<file path="src/rtl/core/svsm_pkg.sv">
// Shared types and constants for the servo sweep mode controller.
// Holds register map codes, reset values and the sequencer state type.
// No dependencies.
package svsm_pkg;

  localparam int unsigned POT_W  = 10;
  localparam int unsigned WID_W  = 16;
  localparam int unsigned TICK_W = 8;
  localparam int unsigned DB_W   = 12;
  localparam int unsigned CNT_W  = 13;
  localparam int unsigned SUM_W  = 18;
  localparam int unsigned BIT_W  = 4;

  // register index codes (byte address = 4 * index)
  localparam logic [2:0] REG_WIDTH_MIN  = 3'd0;
  localparam logic [2:0] REG_WIDTH_MAX  = 3'd1;
  localparam logic [2:0] REG_TICKS      = 3'd2;
  localparam logic [2:0] REG_DEBOUNCE   = 3'd3;
  localparam logic [2:0] REG_SLOPE      = 3'd4;
  localparam logic [2:0] REG_OFFSET     = 3'd5;
  localparam logic [2:0] REG_GAIN       = 3'd6;

  localparam logic [WID_W-1:0]  RST_WIDTH_MIN = 16'd2400;
  localparam logic [WID_W-1:0]  RST_WIDTH_MAX = 16'd5800;
  localparam logic [TICK_W-1:0] RST_TICKS     = 8'd5;
  localparam logic [DB_W-1:0]   RST_DEBOUNCE  = 12'd1000;
  localparam logic [WID_W-1:0]  RST_SLOPE     = 16'd4004;
  localparam logic [WID_W-1:0]  RST_OFFSET    = 16'd1800;
  localparam logic [WID_W-1:0]  RST_GAIN      = 16'd819;

  localparam logic [BIT_W-1:0] MUL1_LAST = BIT_W'(POT_W - 1);
  localparam logic [BIT_W-1:0] MUL2_LAST = BIT_W'(WID_W - 1);

  localparam logic in_op_poll_c = 1'b0;

  typedef enum logic [7:0] {
    S_IDLE  = 8'b0000_0001,
    S_POLL  = 8'b0000_0010,
    S_MUL1  = 8'b0000_0100,
    S_ADD   = 8'b0000_1000,
    S_MUL2  = 8'b0001_0000,
    S_TICK  = 8'b0010_0000,
    S_CLAMP = 8'b0100_0000,
    S_DONE  = 8'b1000_0000
  } state_t;

endpackage

</file>
<file path="src/rtl/core/servo_sweep_mode_controller.sv">
// Servo sweep mode controller: debounce, pot scaling, tick prescale, width update.
// Uses svsm_pkg for register codes, reset values and the state type.
//
// Usage:
//   Input stream (in_*): one beat per item. in_tuser is the kind, 0 poll, 1 timer
//   tick. A poll carries the raw button level and a 10-bit pot sample in in_tdata.
//   Output stream (out_*): exactly one beat per input beat, in order. out_tdata is
//   the pulse width written on an update tick (0 otherwise); out_tuser holds the
//   update flag and the current mode.
//   Config (cfg_*): APB-style, pready tied high, seven registers at 4*index.
//   Write only while the block is idle.
// Sequencing:
//   A poll runs two bit-serial shift-and-add multiplies (10 then 16 steps through
//   one 16-bit adder); its result is loaded into the output register and the
//   next beat can be taken in the cycle after that. A tick goes through the tick
//   and done states; an update tick adds the clamp state (sum, then clamp).
//   One item is in flight at a time; a new beat is taken while the last result
//   still waits in the output register. If the receiver stalls, the block holds
//   the finished result in its done state until the output register frees.
// Reset: registers return to their reset values, width 2400, follow mode.
module servo_sweep_mode_controller
  import svsm_pkg::*;
(
  input  logic        clk,
  input  logic        rst_n,
  // input stream
  input  logic        in_tvalid,
  output logic        in_tready,
  input  logic [15:0] in_tdata,   // [0] button_level, [10:1] pot_sample, rest zero
  input  logic [0:0]  in_tuser,   // [0] op
  // result stream
  output logic        out_tvalid,
  input  logic        out_tready,
  output logic [15:0] out_tdata,  // [15:0] duty_out
  output logic [1:0]  out_tuser,  // [0] updated, [1] sweep_mode
  // configuration
  input  logic        cfg_psel,
  input  logic        cfg_penable,
  input  logic        cfg_pwrite,
  input  logic [4:0]  cfg_paddr,
  input  logic [31:0] cfg_pwdata,
  output logic [31:0] cfg_prdata,
  output logic        cfg_pready
);

  // config registers
  logic [WID_W-1:0]  width_min_r, width_max_r, slope_r, offset_r, gain_r;
  logic [TICK_W-1:0] ticks_r;
  logic [DB_W-1:0]   debounce_r;

  // block state
  state_t             state_r;
  logic [WID_W-1:0]   pulse_width_r, target_width_r, sweep_step_r;
  logic [TICK_W-1:0]  tick_count_r;
  logic               sweep_up_r, mode_r, held_r;
  logic signed [CNT_W-1:0] db_count_r;

  // item and datapath
  logic               op_r, button_r;
  logic [POT_W-1:0]   pot_r;
  logic [WID_W-1:0]   hi_r, lo_r;
  logic [BIT_W-1:0]   bit_r;
  logic signed [SUM_W-1:0] w_r;
  logic [WID_W-1:0]   res_duty_r;
  logic               res_upd_r;

  // output register
  logic               out_valid_r;
  logic [WID_W-1:0]   out_duty_r;
  logic               out_upd_r, out_mode_r;

  logic               cfg_wr;
  logic [2:0]         cfg_idx;
  logic               in_fire;
  logic               out_free;

  assign cfg_pready = 1'b1;
  assign cfg_idx    = cfg_paddr[4:2];
  assign cfg_wr     = cfg_psel && cfg_penable && cfg_pwrite;
  assign in_tready  = (state_r == S_IDLE);
  assign in_fire    = in_tvalid && in_tready;
  assign out_free   = !out_valid_r || out_tready;

  assign out_tvalid = out_valid_r;
  assign out_tdata  = out_duty_r;
  assign out_tuser  = {out_mode_r, out_upd_r};

  always_comb begin
    unique case (cfg_idx)
      REG_WIDTH_MIN: cfg_prdata = {16'd0, width_min_r};
      REG_WIDTH_MAX: cfg_prdata = {16'd0, width_max_r};
      REG_TICKS:     cfg_prdata = {24'd0, ticks_r};
      REG_DEBOUNCE:  cfg_prdata = {20'd0, debounce_r};
      REG_SLOPE:     cfg_prdata = {16'd0, slope_r};
      REG_OFFSET:    cfg_prdata = {16'd0, offset_r};
      REG_GAIN:      cfg_prdata = {16'd0, gain_r};
      default:       cfg_prdata = 32'd0;
    endcase
  end

  always_ff @(posedge clk) begin
    if (!rst_n) begin
      width_min_r <= RST_WIDTH_MIN;
      width_max_r <= RST_WIDTH_MAX;
      ticks_r     <= RST_TICKS;
      debounce_r  <= RST_DEBOUNCE;
      slope_r     <= RST_SLOPE;
      offset_r    <= RST_OFFSET;
      gain_r      <= RST_GAIN;
    end else if (cfg_wr) begin
      case (cfg_idx)
        REG_WIDTH_MIN: width_min_r <= cfg_pwdata[WID_W-1:0];
        REG_WIDTH_MAX: width_max_r <= cfg_pwdata[WID_W-1:0];
        REG_TICKS:     ticks_r     <= cfg_pwdata[TICK_W-1:0];
        REG_DEBOUNCE:  debounce_r  <= cfg_pwdata[DB_W-1:0];
        REG_SLOPE:     slope_r     <= cfg_pwdata[WID_W-1:0];
        REG_OFFSET:    offset_r    <= cfg_pwdata[WID_W-1:0];
        REG_GAIN:      gain_r      <= cfg_pwdata[WID_W-1:0];
        default: ;
      endcase
    end
  end

  // serial multiply step: add multiplicand when the low multiplier bit is set,
  // then shift {carry, hi, lo} right by one
  logic [WID_W-1:0] mcand;
  logic [WID_W:0]   mul_sum;
  logic             mul_last;

  assign mcand    = (state_r == S_MUL1) ? slope_r : gain_r;
  assign mul_sum  = {1'b0, hi_r} + (lo_r[0] ? {1'b0, mcand} : {(WID_W+1){1'b0}});
  assign mul_last = (state_r == S_MUL1) ? (bit_r == MUL1_LAST) : (bit_r == MUL2_LAST);

  // target width = product >> 10 plus offset, saturated to 16 bits
  logic [WID_W:0]   tgt_sum;
  logic [WID_W-1:0] tgt_sat;
  assign tgt_sum = {1'b0, hi_r} + {1'b0, offset_r};
  assign tgt_sat = tgt_sum[WID_W] ? {WID_W{1'b1}} : tgt_sum[WID_W-1:0];

  // prescaler and sweep sum
  logic [TICK_W:0]         tick_next;
  logic                    tick_hit;
  logic signed [SUM_W-1:0] pw_ext, step_ext, tgt_ext;
  assign tick_next = {1'b0, tick_count_r} + {{TICK_W{1'b0}}, 1'b1};
  assign tick_hit  = (tick_next >= {1'b0, ticks_r});
  assign pw_ext    = signed'({2'b00, pulse_width_r});
  assign step_ext  = signed'({2'b00, sweep_step_r});
  assign tgt_ext   = signed'({2'b00, target_width_r});

  // clamp against max first, then min; crossed limits end at min, sweeping up
  logic signed [SUM_W-1:0] max_ext, min_ext, w_hi, w_fin;
  logic                    over_max, under_min;
  assign max_ext   = signed'({2'b00, width_max_r});
  assign min_ext   = signed'({2'b00, width_min_r});
  assign over_max  = (w_r > max_ext);
  assign w_hi      = over_max ? max_ext : w_r;
  assign under_min = (w_hi < min_ext);
  assign w_fin     = under_min ? min_ext : w_hi;

  // debounce compare against the old count
  logic signed [CNT_W-1:0] limit_ext;
  assign limit_ext = signed'({1'b0, debounce_r});

  always_ff @(posedge clk) begin
    if (!rst_n) begin
      state_r        <= S_IDLE;
      out_valid_r    <= 1'b0;
      pulse_width_r  <= RST_WIDTH_MIN;
      tick_count_r   <= '0;
      sweep_up_r     <= 1'b1;
      mode_r         <= 1'b0;
      held_r         <= 1'b0;
      db_count_r     <= '0;
      target_width_r <= '0;
      sweep_step_r   <= '0;
    end else begin
      // the done state reloads the output register itself
      if (out_valid_r && out_tready && (state_r != S_DONE)) begin
        out_valid_r <= 1'b0;
      end
      unique case (state_r)
        S_IDLE: begin
          if (in_fire) begin
            op_r     <= in_tuser[0];
            button_r <= in_tdata[0];
            pot_r    <= in_tdata[POT_W:1];
            state_r  <= (in_tuser[0] == in_op_poll_c) ? S_POLL : S_TICK;
          end
        end
        S_POLL: begin
          if (!held_r && !button_r) begin
            if (db_count_r == limit_ext) begin
              held_r <= 1'b1;
              mode_r <= !mode_r;
            end else begin
              db_count_r <= db_count_r + 13'sd1;
            end
          end
          if (held_r && button_r) begin
            db_count_r <= db_count_r - 13'sd1;
            if (db_count_r == 13'sd0) begin
              held_r <= 1'b0;
            end
          end
          hi_r    <= '0;
          lo_r    <= {{(WID_W-POT_W){1'b0}}, pot_r};
          bit_r   <= '0;
          state_r <= S_MUL1;
        end
        S_MUL1, S_MUL2: begin
          hi_r  <= mul_sum[WID_W:1];
          lo_r  <= {mul_sum[0], lo_r[WID_W-1:1]};
          bit_r <= bit_r + 1'b1;
          if (mul_last) begin
            if (state_r == S_MUL1) begin
              state_r <= S_ADD;
            end else begin
              sweep_step_r <= mul_sum[WID_W:1];
              res_duty_r   <= '0;
              res_upd_r    <= 1'b0;
              state_r      <= S_DONE;
            end
          end
        end
        S_ADD: begin
          target_width_r <= tgt_sat;
          hi_r           <= '0;
          lo_r           <= tgt_sat;
          bit_r          <= '0;
          state_r        <= S_MUL2;
        end
        S_TICK: begin
          if (tick_hit) begin
            tick_count_r <= '0;
            if (mode_r) begin
              w_r <= sweep_up_r ? (pw_ext + step_ext) : (pw_ext - step_ext);
            end else begin
              w_r <= tgt_ext;
            end
            state_r <= S_CLAMP;
          end else begin
            tick_count_r <= tick_next[TICK_W-1:0];
            res_duty_r   <= '0;
            res_upd_r    <= 1'b0;
            state_r      <= S_DONE;
          end
        end
        S_CLAMP: begin
          if (under_min) begin
            sweep_up_r <= 1'b1;
          end else if (over_max) begin
            sweep_up_r <= 1'b0;
          end
          pulse_width_r <= w_fin[WID_W-1:0];
          res_duty_r    <= w_fin[WID_W-1:0];
          res_upd_r     <= 1'b1;
          state_r       <= S_DONE;
        end
        S_DONE: begin
          if (out_free) begin
            out_valid_r <= 1'b1;
            out_duty_r  <= res_duty_r;
            out_upd_r   <= res_upd_r && op_r;
            out_mode_r  <= mode_r;
            state_r     <= S_IDLE;
          end
        end
        default: state_r <= S_IDLE;
      endcase
    end
  end

endmodule

</file>
<file path="config.mk">
export PLATFORM = sky130hd
export DESIGN_NAME = servo_sweep_mode_controller
export DESIGN_NICKNAME = d
export VERILOG_FILES = /design/src/rtl/core/svsm_pkg.sv /design/src/rtl/core/servo_sweep_mode_controller.sv
export SDC_FILE = /design/constraint.sdc
export NUM_CORES = 1
export LEC_CHECK = 0
export BUFFER_PORTS_ARGS = -buffer_cell sky130_fd_sc_hd__buf_4
export CAP_MARGIN = 20
export CORE_MARGIN = 8
export CORE_UTILIZATION = 63
export CTS_BUF_LIST = sky130_fd_sc_hd__clkbuf_8
export DETAILED_ROUTE_END_ITERATION = 8
export GPL_ROUTABILITY_DRIVEN = 0
export HOLD_SLACK_MARGIN = 0.1
export PLACE_DENSITY = 0.8
export SETUP_SLACK_MARGIN = 0.02
export SYNTH_ARGS = -nofsm -noshare
export SYNTH_HDL_FRONTEND = slang
export SYNTH_SLANG_ARGS = --single-unit
</file>
<file path="constraint.sdc">
create_clock -name clk -period 5.02 [get_ports clk]
set_clock_uncertainty 0.2 [all_clocks]
set_input_delay 0.502 -clock clk [delete_from_list [all_inputs] [get_ports clk]]
set_output_delay 0.502 -clock clk [all_outputs]
set_load 0.01 [all_outputs]
</file>
; ---- Word-level counts from Yosys, hierarchy flattened
; Index checks and enable logic that the tools add are counted.
; Widths: inputs -> output; s select.
[word_totals]
ff_bits = 282
out_inout_bits = 53
elab_cells = 146
input_bits = 61
[op_classes]
n_reduce_logical = 40
n_bitwise = 1
muxes = 40
n_lt_le_gt_ge = 3
addsub = 8
eq_ne = 24
[ops]
columns = op, count
row1 = $mux 16, 8
row2 = $pmux 16 s7, 1
row3 = $pmux 16 s3, 2
row4 = $pmux 8 s7, 1
row5 = $add 16x16->17, 3
row6 = $mux 8, 6
row7 = $mux 13, 3
row8 = $mux 18, 2
row9 = $pmux 16 s2, 1
row10 = $reduce_and 3->1, 7
row11 = $reduce_and 2->1, 10
row12 = $gt 18x17->1, 1
row13 = $lt 18x17->1, 1
row14 = $sub 16x16->17, 1
row15 = $add 13x2->13 const B, 1
row16 = $eq 13x13->1, 1
row17 = $logic_not 13->1, 1
row18 = $mux 1, 13
row19 = $sub 13x2->13 const B, 1
row20 = $add 8x1->9 const B, 1
row21 = $eq 3x3->1 const B, 3
row22 = $ge 9x8->1, 1
row23 = $eq 4x4->1 const B, 2
row24 = $eq 8x1->1 const B, 1
row25 = 25 further kinds, 44

; ---- Longest topological paths before layout
; Gate-level depths: netlist (run 1).
[logic_depth]
word_depth = 5
mapped_depth = 18
depth_no_buf = 16

; ---- Worst setup path after synthesis (run 1)
; OpenSTA, ideal clock, no wires.
[synth_path]
path_type = register to register
start = register w_r[13]
end = register res_duty_r[10], data pin
period_less_slack_ns = 4.369
slack_ns = 0.651
path_stages_with_launch = 18
t_required_ns = 4.554
arrival_ns = 3.903
setup_time_ns = 0.266
path_buffers = 2
cell_sequence = edfxtp_1 -> ha_1 -> nand4_1 -> nor4_4 -> o31ai_2 -> a31oi_2 -> buf_2 -> mux2_2 -> ha_1 -> a21o_1 -> a21o_1 -> a21oi_1 -> o211ai_1 -> nor2_1 -> a211oi_4 -> buf_4 -> mux2i_1 -> nor2_1
[synth_via]
elab_chain_len = 5
[synth_rtl]
columns = item, line
row1 = start: declaration, servo_sweep_mode_controller.sv:63  ; logic signed [SUM_W-1:0] w_r;
row2 = start signal: assignment, servo_sweep_mode_controller.sv:236  ; w_r <= sweep_up_r ? (pw_ext + step_ext) : (pw_ext - step_ext);
row3 = start signal: assignment, servo_sweep_mode_controller.sv:238  ; w_r <= tgt_ext;
row4 = $gt 18x17->1, servo_sweep_mode_controller.sv:155  ; assign over_max = (w_r > max_ext);
row5 = $mux 18 *, servo_sweep_mode_controller.sv:156  ; assign w_hi = over_max ? max_ext : w_r;
row6 = $lt 18x17->1, servo_sweep_mode_controller.sv:157  ; assign under_min = (w_hi < min_ext);
row7 = $mux 16 *, servo_sweep_mode_controller.sv:158  ; assign w_fin = under_min ? min_ext : w_hi;
row8 = $pmux 16 s3 *, servo_sweep_mode_controller.sv:181  ; unique case (state_r)
row9 = end signal: assignment, servo_sweep_mode_controller.sv:255  ; res_duty_r <= w_fin[WID_W-1:0];
row10 = end: declaration, servo_sweep_mode_controller.sv:64  ; logic [WID_W-1:0] res_duty_r;
; Mark *: on every way between the ends. The rest lies on a longest branch, timed or not.
; A chain may end at the register's enable or synchronous reset.

; ---- Worst setup path in the final report (run 1)
[layout_path]
start = register width_max_r[15]
end = register res_duty_r[6], data pin
[layout_via]
elab_chain_len = 5
[layout_rtl]
columns = item, line
row1 = start: declaration, servo_sweep_mode_controller.sv:47  ; logic [WID_W-1:0] width_min_r, width_max_r, slope_r, offset_r, gain_r;
row2 = start signal: assignment, servo_sweep_mode_controller.sv:113  ; REG_WIDTH_MAX: width_max_r <= cfg_pwdata[WID_W-1:0];
row3 = $gt 18x17->1, servo_sweep_mode_controller.sv:155
row4 = $mux 18 *, servo_sweep_mode_controller.sv:156
row5 = $lt 18x17->1, servo_sweep_mode_controller.sv:157
row6 = $mux 16 *, servo_sweep_mode_controller.sv:158
row7 = $pmux 16 s3 *, servo_sweep_mode_controller.sv:181
; Marks and branches as above.

==> metrics.md, run 1 <==
| Metric | Value |
|---|---|
| Status | completed |
| Top-Level Pins | about 110 |
| Final #Nets | around 2200 |
| Number of global-route vias before repair | roughly 14000 |
| Avg Vias per Cell | between 6 and 7 |
| Max-Cap Viols | 0 |
| Setup TNS Final | 0 ns |
| Pleak | about 7.5 nW |
| Die Footprint | between 0.03 and 0.04 mm² |
| IO Port Bufs | between 70 and 80 |
| Synth warn | 0 |
| Primary FF master, synth | dfxtp_1 |
| Initial antenna violation count | 0 |
| Critical path class | flop to flop |
| # DRC | 0 |
| Initial drt markers | about 1600 |
| Yosys cell types | 84 |
| Fillers | 1969 |
| Ys async rst share | 0% |
| EDFF count, synth | 101 |
| Worst-Margin Slew | between 1 and 1.5 ns |
| Core Region | approximately 0.026 mm² |
| CP Data Required Time | between 5 and 6 ns |
| GRT overflow | 0 |
| Critical path arrival | roughly 4.8 ns |
| Slowest CP cell | dfxtp_1 |
| Max Root-Sink Buffers | 3 |
| Initial Util | 64.2% |
| Final slew viol count | 0 |
| CP cell instances | inv_1, ha_1, nand4bb_4, nor4_4, o31ai_2, a31oi_2, buf_4, mux2_2, ha_1, nand4_1, nor2_1, nand2_1, a21oi_1, nand3_1, a211oi_4, buf_12, mux2i_1, nor2_1 |
| CP endpoint kind | flop |
| Hold Vio Cnt, Final | 0 |
| TritonCTS clock tree | done |
| Synth Area in Simple Gates | 18.1% |
| Worst min path class | input pin to flop |
| Clock-pin slew on the worst setup and hold paths | 0.06 ns |
| Die span in y | ~180 µm |
| Achievable frequency | roughly 210 MHz |
| Setup crit end | res_duty_r[6] |
| Total CTS buffers | 47 |
| Layout Utilization | between 70% and 80% |
| Post-CTS Setup Inserts | 0 |
| Post-synthesis compound-gate area fraction | around 18% |
| Min Tclk post-route | ~4.7 ns |
| N_diodes | 0 |
| Pwr Density | around 250 mW/mm² |
| Netlist Area Pre-Place | 0.0168 mm² |
| Worst VDD drop | roughly 220 µV |
| Critical Path Start | width_max_r[15] |
| Clk_lat worst skew | between 0.5 and 0.6 ns |
| R2R Setup Slk | between 0.3 and 0.4 ns |
| Site row count | between 50 and 60 |
| Cells after Synth | between 1500 and 2000 |
| R2r endpoint | res_duty_r[6] |
| Clk root buf | clkbuf_8 |
| Die X-Extent | around 180 µm |
| Post-Synth XOR/XNOR Area | 3.29% |
| Finish-stage setup viols | 0 |
| First-pass DRT Iterations | 6 |
| #FFs+latches synth | about 280 |
| Startpoint Class | flop |
| Syn avg cell area | 8.73 µm² |
| TritonCTS sink count | 282 |
| Post-Synth Adder-Cell Area | around a tenth |
| H-tree levels | 2 |
| Ratio of cells with drive above 1 in the final layout | 11.1% |
| Sequential share of the synthesized area | around two fifths |
| Post-route ant nets | 0 |
| Hpwl dp | about 36 mm |
| Vias | ~15000 |
| Post-synthesis mux area share | 5.54% |
| Largest net degree at the start of global routing | between 90 and 100 |
| Reg-to-Reg Start | width_max_r[15] |
| CP max stage delay | approximately 0.42 ns |
| DRT Wirelength | roughly 49 mm |
| Final period utilization | slightly above 90% |
| Headroom to the max-slew limit | around a quarter |
| Crit Path Max Fanout | 22 |
| First-pass GRT wire length | roughly 77 mm |
| Area grow syn2layout | 11.7% |
| R2R cell count | 18 |
| Wirelength per Cell | 20.8 µm |
| GRT Util Overall | 30.5% |
| RSZ-0062 raised after global routing | false |
| Largest family of logic cells by synthesized area | compound AO/OA/AOI/OAI gates |
==> cells in the mapped netlist (all sizes together) (13+ instances only) <==
| cell | number | area [µm²] |
|---|---|---|
| edfxtp | 101 | 3030 |
| mux2i | 48 | 480 |
| xor2 | 24 | 210 |
| ha | 118 | 1480 |
| a211oi | 14 | 118 |
| mux2 | 28 | 315 |
| a22oi | 22 | 165 |
| a21boi | 18 | 135 |
| buf | 41 | 246 |
| o21ai | 84 | 420 |
| xnor2 | 39 | 342 |
| o211ai | 38 | 290 |
| clkbuf | 80 | 300 |
| nand4 | 13 | 81.3 |
| inv | 103 | 387 |
| nand2 | 289 | 1080 |
| nor4 | 18 | 128 |
| nand3 | 85 | 425 |
| dfxtp | 181 | 3620 |
| nor3 | 15 | 80.1 |
| nor2 | 148 | 558 |
| nor2b | 21 | 131 |
| a21oi | 181 | 906 |
| a21o | 26 | 195 |
==> cell usage in the layout (no fill, tap or decap), types with 6 or more instances in the layout <==
master and n:
o211ai_1 37, xor2_1 24, nor4_1 15, a21o_1 26, a211o_1 7, nor2_1 146
a21boi_0 17, nand2_1 289, clkbuf_8 53, nand3b_1 6, inv_1 121, mux2i_1 48
conb_1 17, and3_1 6, a22oi_1 22, xnor2_1 39, nor3_1 14, edfxtp_1 101
buf_4 95, dfxtp_1 181, mux2_2 28, o21bai_1 10, o21ai_0 81, nand4_1 13
o31ai_1 9, dlygate4sd3_1 30, or3_1 11, nand3_1 85, a211oi_1 13, ha_1 118
nor2b_1 21, or2_2 10, o22ai_1 6, and2_1 9, o21a_1 11, mux4_2 6
a21oi_1 181, nand2b_1 11
==> sequential cells by signal (all words and copies together), names as in the netlist, 4 cells and up <==
register and count:
gain_r 16, db_count_r 13, target_width_r 16, out_tdata 16, lo_r 16, ticks_r 8
hi_r 16, w_r 18, sweep_step_r 16, res_duty_r 16, width_max_r 16, pot_r 10
width_min_r 16, debounce_r 12, offset_r 16, slope_r 16, state_r 8, bit_r 4
pulse_width_r 16, tick_count_r 8
==> metal layers <==
metal  track usage [%]  vias up  part of all wire, %  routed length (µm)
li1                  -     6946                    -                   -
met1              38.6     6996                   40               19500
met2              47.4      867                   44               21700
met3              4.78      186                  8.7                4280
met4              21.0        0                  7.4                3640
met5                 0        -                    0                   0
==> how the worst min path moves through the flow <==
stage | cells past startpoint | end | start
finish | 3 | out_tvalid | out_tready
detailed placement | 0 | out_tdata[14] | res_duty_r[14]
global route | 3 | out_tvalid | out_tready
floorplan | 0 | out_tdata[0] | res_duty_r[0]
CTS | 3 | out_tvalid | out_tready
global placement | 0 | out_tdata[1] | res_duty_r[1]
==> stage by stage <==
stage | worst slack [ns] | hold slack (ns) | cell area [µm²] | instances | power [mW]
after global routing | 0.0521 | 0.134 | 18800 | 2362 | 4.91
after CTS | 0.358 | 0.111 | 18700 | 2360 | 4.77
final | 0.331 | 0.118 | 18800 | 2362 | 4.78
after global placement | 0.551 | 0.202 | 17500 | 2249 | 2.71
after detailed placement | 0.387 | 0.209 | 17500 | 2249 | 2.72
after floorplan | 0.651 | 0.200 | 16800 | 1938 | 2.62
==> report_power, final <==
group / total [mW] / internal [mW] / switching [mW]
registers: 2.40 / 2.38 / 0.0177
clock network: 2.08 / 1.16 / 0.918
logic: 0.301 / 0.116 / 0.185
==> area by class of cell <==
class	count	area, µm²	share of cell area, %
tap	335	419	2.23
clock buffer	53	729	3.89
inverter	103	388	2.07
sequential	282	6660	35.5
clock inverter	28	214	1.14
timing repair buffer	129	1070	5.71
multi-input combinational	1432	9280	49.5
==> logic make-up (layout without fill, tap and decap cells) <==
| family | count (synthesis) | in the layout |
|---|---|---|
| AND/OR/NAND/NOR | 665 | 665 |
| AO/OA/AOI/OAI | 482 | 482 |
| flip-flops | 282 | 282 |
| buffers and inverters | 224 | 313 |
| adder cells (fa/ha/maj) | 123 | 123 |
| multiplexers | 82 | 82 |
| XOR/XNOR | 63 | 63 |
| other | 2 | 17 |
==> what timing repair did <==
action,CTS,global route
resized for setup,0,1
hold buffers,30,0
endpoints found under the setup margin,0,2
hold endpoints to repair,118,0
==> worst max-delay path, delay by kind of cell (launching register included) <==
kind	cells	cell delay, ns
flops	1	0.42
buf+inv	3	0.52
compound gates	4	0.93
fa+ha+maj	2	0.66
mux	2	0.74
simple gates	7	0.97
Power figures use the tool's default switching activity.
==> run 2: changes to the inputs <==
- ABC_AREA: default -> 1
==> metrics.md, run 2 <==
| Metric | Value |
|---|---|
| CP endpoint kind | flop |
| CP bufs+invs | 2 (-1) |
| N_diodes | 0 (unchanged) |
| R2R cell count | 21 (+3) |
| Critical path class | flop to flop |
| CP cell instances | inv_1, ha_1, nand2_1, nor2_1, nand3_1, nor2_1, nor2_1, nand2_1, nand3_2, o21ai_0, ha_1, nand2_1, o21ai_0, o21ai_0, nand3_1, nor2_1, nand2_4, nand2_4, nand2_1, o211ai_1, inv_1 |
| CP Data Required Time | 5.13 ns (about the same) |
| Clk_lat worst skew | 0.58 ns (+0.02 ns) |
| Final period utilization | 86.8% (-6.6 points) |
| Synth warn | 0 (unchanged) |
| Top reg by flops | w_r |
| Commonest non-fill, non-tap cell in the layout | nand2_1 |
| Worst-Margin Slew | 1.10 ns (-0.0203 ns) |
| Post-CTS resize count | 0 (unchanged) |
| Final slew viol count | 0 (unchanged) |
| Startpoint Class | flop |
| GRT Util Overall | 30.0% (-0.47 points) |
| Syn avg cell area | 7.95 µm² (-9.0%) |
| Slowest CP cell | o21ai_0 |
| Worst min path class | input pin to flop |
| Top-Level Pins | 114 (unchanged) |
| Ratio of cells with drive above 1 in the final layout | 9.02% (-2.1 points) |
| Crit-path leading delay family | simple AND/OR/NAND/NOR gates |
| Register area | 0.00666 mm² (unchanged) |
| Max-Cap Viols | 0 (unchanged) |
| Wirelength per Cell | 19.1 µm (-8.3%) |
| Ys async rst share | 0% (unchanged) |
| Max Root-Sink Buffers | 3 (unchanged) |
| Initial antenna violation count | 1 (+1) |
| Post-route setup slack | 0.662 ns (+0.331 ns) |
| Area grow syn2layout | 12.7% |
| Pleak | 7.98 nW (+6.3%) |
| Hpwl dp | 34.4 mm (-4.6%) |
| Initial drt markers | 1802 (+12%) |
| First-pass DRT Iterations | 7 (+1) |
| CP max stage delay | 0.45 ns (+0.03 ns) |
| Post-route ant nets | 0 (unchanged) |
| Final #Nets | 2283 (+4.8%) |
| Critical path arrival | 4.47 ns (-0.32 ns) |
| TritonCTS sink count | 282 (unchanged) |
| Cells after Synth | 2010 (+4.5%) |
| Yosys top cell area share | 22.7% (+1.1 points) |
| Hold path depth | 4 (+1) |
| Headroom to the max-slew limit | 26.6% (+1.7 points) |
| # DRC | 0 (unchanged) |
| Die Footprint | 0.0307 mm² (-4.4%) |
| Crit path depth | 21 (+3) |
| Largest net degree at the start of global routing | 112 (+17%) |
| Placement Cell Area | 0.0166 mm² (-4.8%) |
| Synth area leaders | dfxtp_1 (23%), edfxtp_1 (19%), ha_1 (9.2%) |
| Sequential share of the synthesized area | 41.7% (+2.0 points) |
| Die span in y | 175 µm (-2.2%) |
| Post-synth top area cell | dfxtp_1 |
| Initial Util | 63.8% (-0.44 points) |
| Finish-stage setup viols | 0 (unchanged) |
| Site row count | 58 (-1.7%) |
| Top post-synthesis cells by count | nand2_1 (359), inv_1 (216), a21oi_1 (212) |
| Layout Utilization | 71.9% (+0.12 points) |
| Crit Path Max Fanout | 32 (+45%) |
| Final std cell area, no fill | 0.0180 mm² (-4.0%) |
| IO Port Bufs | 73 (unchanged) |
| Total CTS buffers | 49 (+4.3%) |
| Die X-Extent | 175 µm (-2.2%) |
| Vias | 14788 (-1.4%) |
| Place WS | 0.778 ns (+0.391 ns) |
| Most frequent cells in the layout | nand2_1 (359), inv_1 (233), a21oi_1 (211) |
| Primary FF master, synth | dfxtp_1 |
| Worst VDD drop | 246 µV (+14%) |
| Pwr Density | 297 mW/mm² (+17%) |
| RSZ-0062 raised after global routing | false |
| Setup TNS Final | 0 ns (unchanged) |
| Area of the multi-input gates | 0.00806 mm² (-13%) |
| EDFF count, synth | 101 (unchanged) |
| Fillers | 1966 (-0.15%) |
| Final non-filler cell total | 2469 (+4.5%) |
| Clk root buf | clkbuf_8 |
| #FFs+latches synth | 282 (unchanged) |
| GRT overflow | 0 (unchanged) |
| Status | completed |
| Achievable frequency | 229 MHz (+7.6%) |
| First-pass GRT wire length | 74.3 mm (-3.5%) |
| Avg Vias per Cell | 5.99 (-5.7%) |
| Largest register FFs | 18 (unchanged) |
| Cells after DPL | 2346 (+4.3%) |
| Hold Vio Cnt, Final | 0 (unchanged) |
| H-tree levels | 2 (unchanged) |
| Most frequent cell after synthesis | nand2_1 |
| DRT Wirelength | 47.1 mm (-4.2%) |
| Netlist Area Pre-Place | 0.0160 mm² (-4.8%) |
| TritonCTS clock tree | done |
| Core Region | 0.0250 mm² (-4.2%) |
| Number of global-route vias before repair | 13951 (-3.2%) |
| Clock-pin slew on the worst setup and hold paths | 0.06 ns (about the same) |
| Min Tclk post-route | 4.36 ns (-0.331 ns) |
| Yosys cell types | 58 (-31%) |
==> run 2: cell count changes after synthesis, moves of 28 or more <==
| cell | change |
|---|---|
| a21oi_1 | +31 |
| o21ai_0 | +112 |
| nor2_1 | +33 |
| nand2_1 | +70 |
| mux2i_1 | -48 |
| mux2_2 | -28 |
| inv_1 | +113 |
==> run 2: final cells by class <==
| class | instances | area share, % |
|---|---|---|
| flip-flops and latches | 282 | 37.0 |
| clock buffers | 64 | 4.89 |
| multi-input cells | 1419 | 44.8 |
| repair buffers | 120 | 5.48 |
| well taps | 330 | 2.29 |
| clock inverters | 27 | 0.813 |
| inverters | 227 | 4.75 |
==> run 2: report_power, final <==
group	switching (mW)	internal, mW
Combinational	0.455	0.238
Clock	0.957	1.20
Sequential	0.0500	2.45
==> run 2: logic make-up after synthesis <==
family	Yosys count	synth area share, %
simple gates	688	18.4
compound gates	526	18.2
buf+inv	324	8.29
flops	282	41.7
fa+ha+maj	123	9.87
xor+xnor	65	3.56
other cells	2	0.0470
==> run 2: worst min-delay path, stage by stage <==
cell,delay (ns)
buf_4,0.08
nor2_1,0.06
inv_1,0.18
a21oi_1,0.10
==> run 2: per-stage QoR <==
step	hold WS, ns	total power, mW
global placement	0.202	3.18
floorplan	0.200	2.98
global route	0.192	5.54
detailed placement	0.205	3.20
CTS	0.179	5.33
finish	0.214	5.35
==> run 2: metal layers <==
metal	track usage [%]	vias to the layer above	routed length [µm]
met5	0	-	0
met4	16.9	0	2750
met3	7.12	179	5480
met2	45.1	867	20200
met1	39.3	6767	18700
li1	-	6975	-
==> run 2: path summary, 6_finish.rpt <==
check	endpoint	slack, ns	start
worst max-delay path	res_duty_r[11]	0.66	width_max_r[9]
worst max register to register	res_duty_r[11]	0.66	width_max_r[9]
worst min-delay path	out_tvalid	0.21	out_tready
worst min register to register	out_tdata[3]	0.21	res_duty_r[3]
==> run 2: repair_timing <==
| action | in CTS | in global routing |
|---|---|---|
| hold endpoints to repair | 105 | 0 |
| hold buffers | 30 | 0 |
| buffers inserted | 0 | 0 |
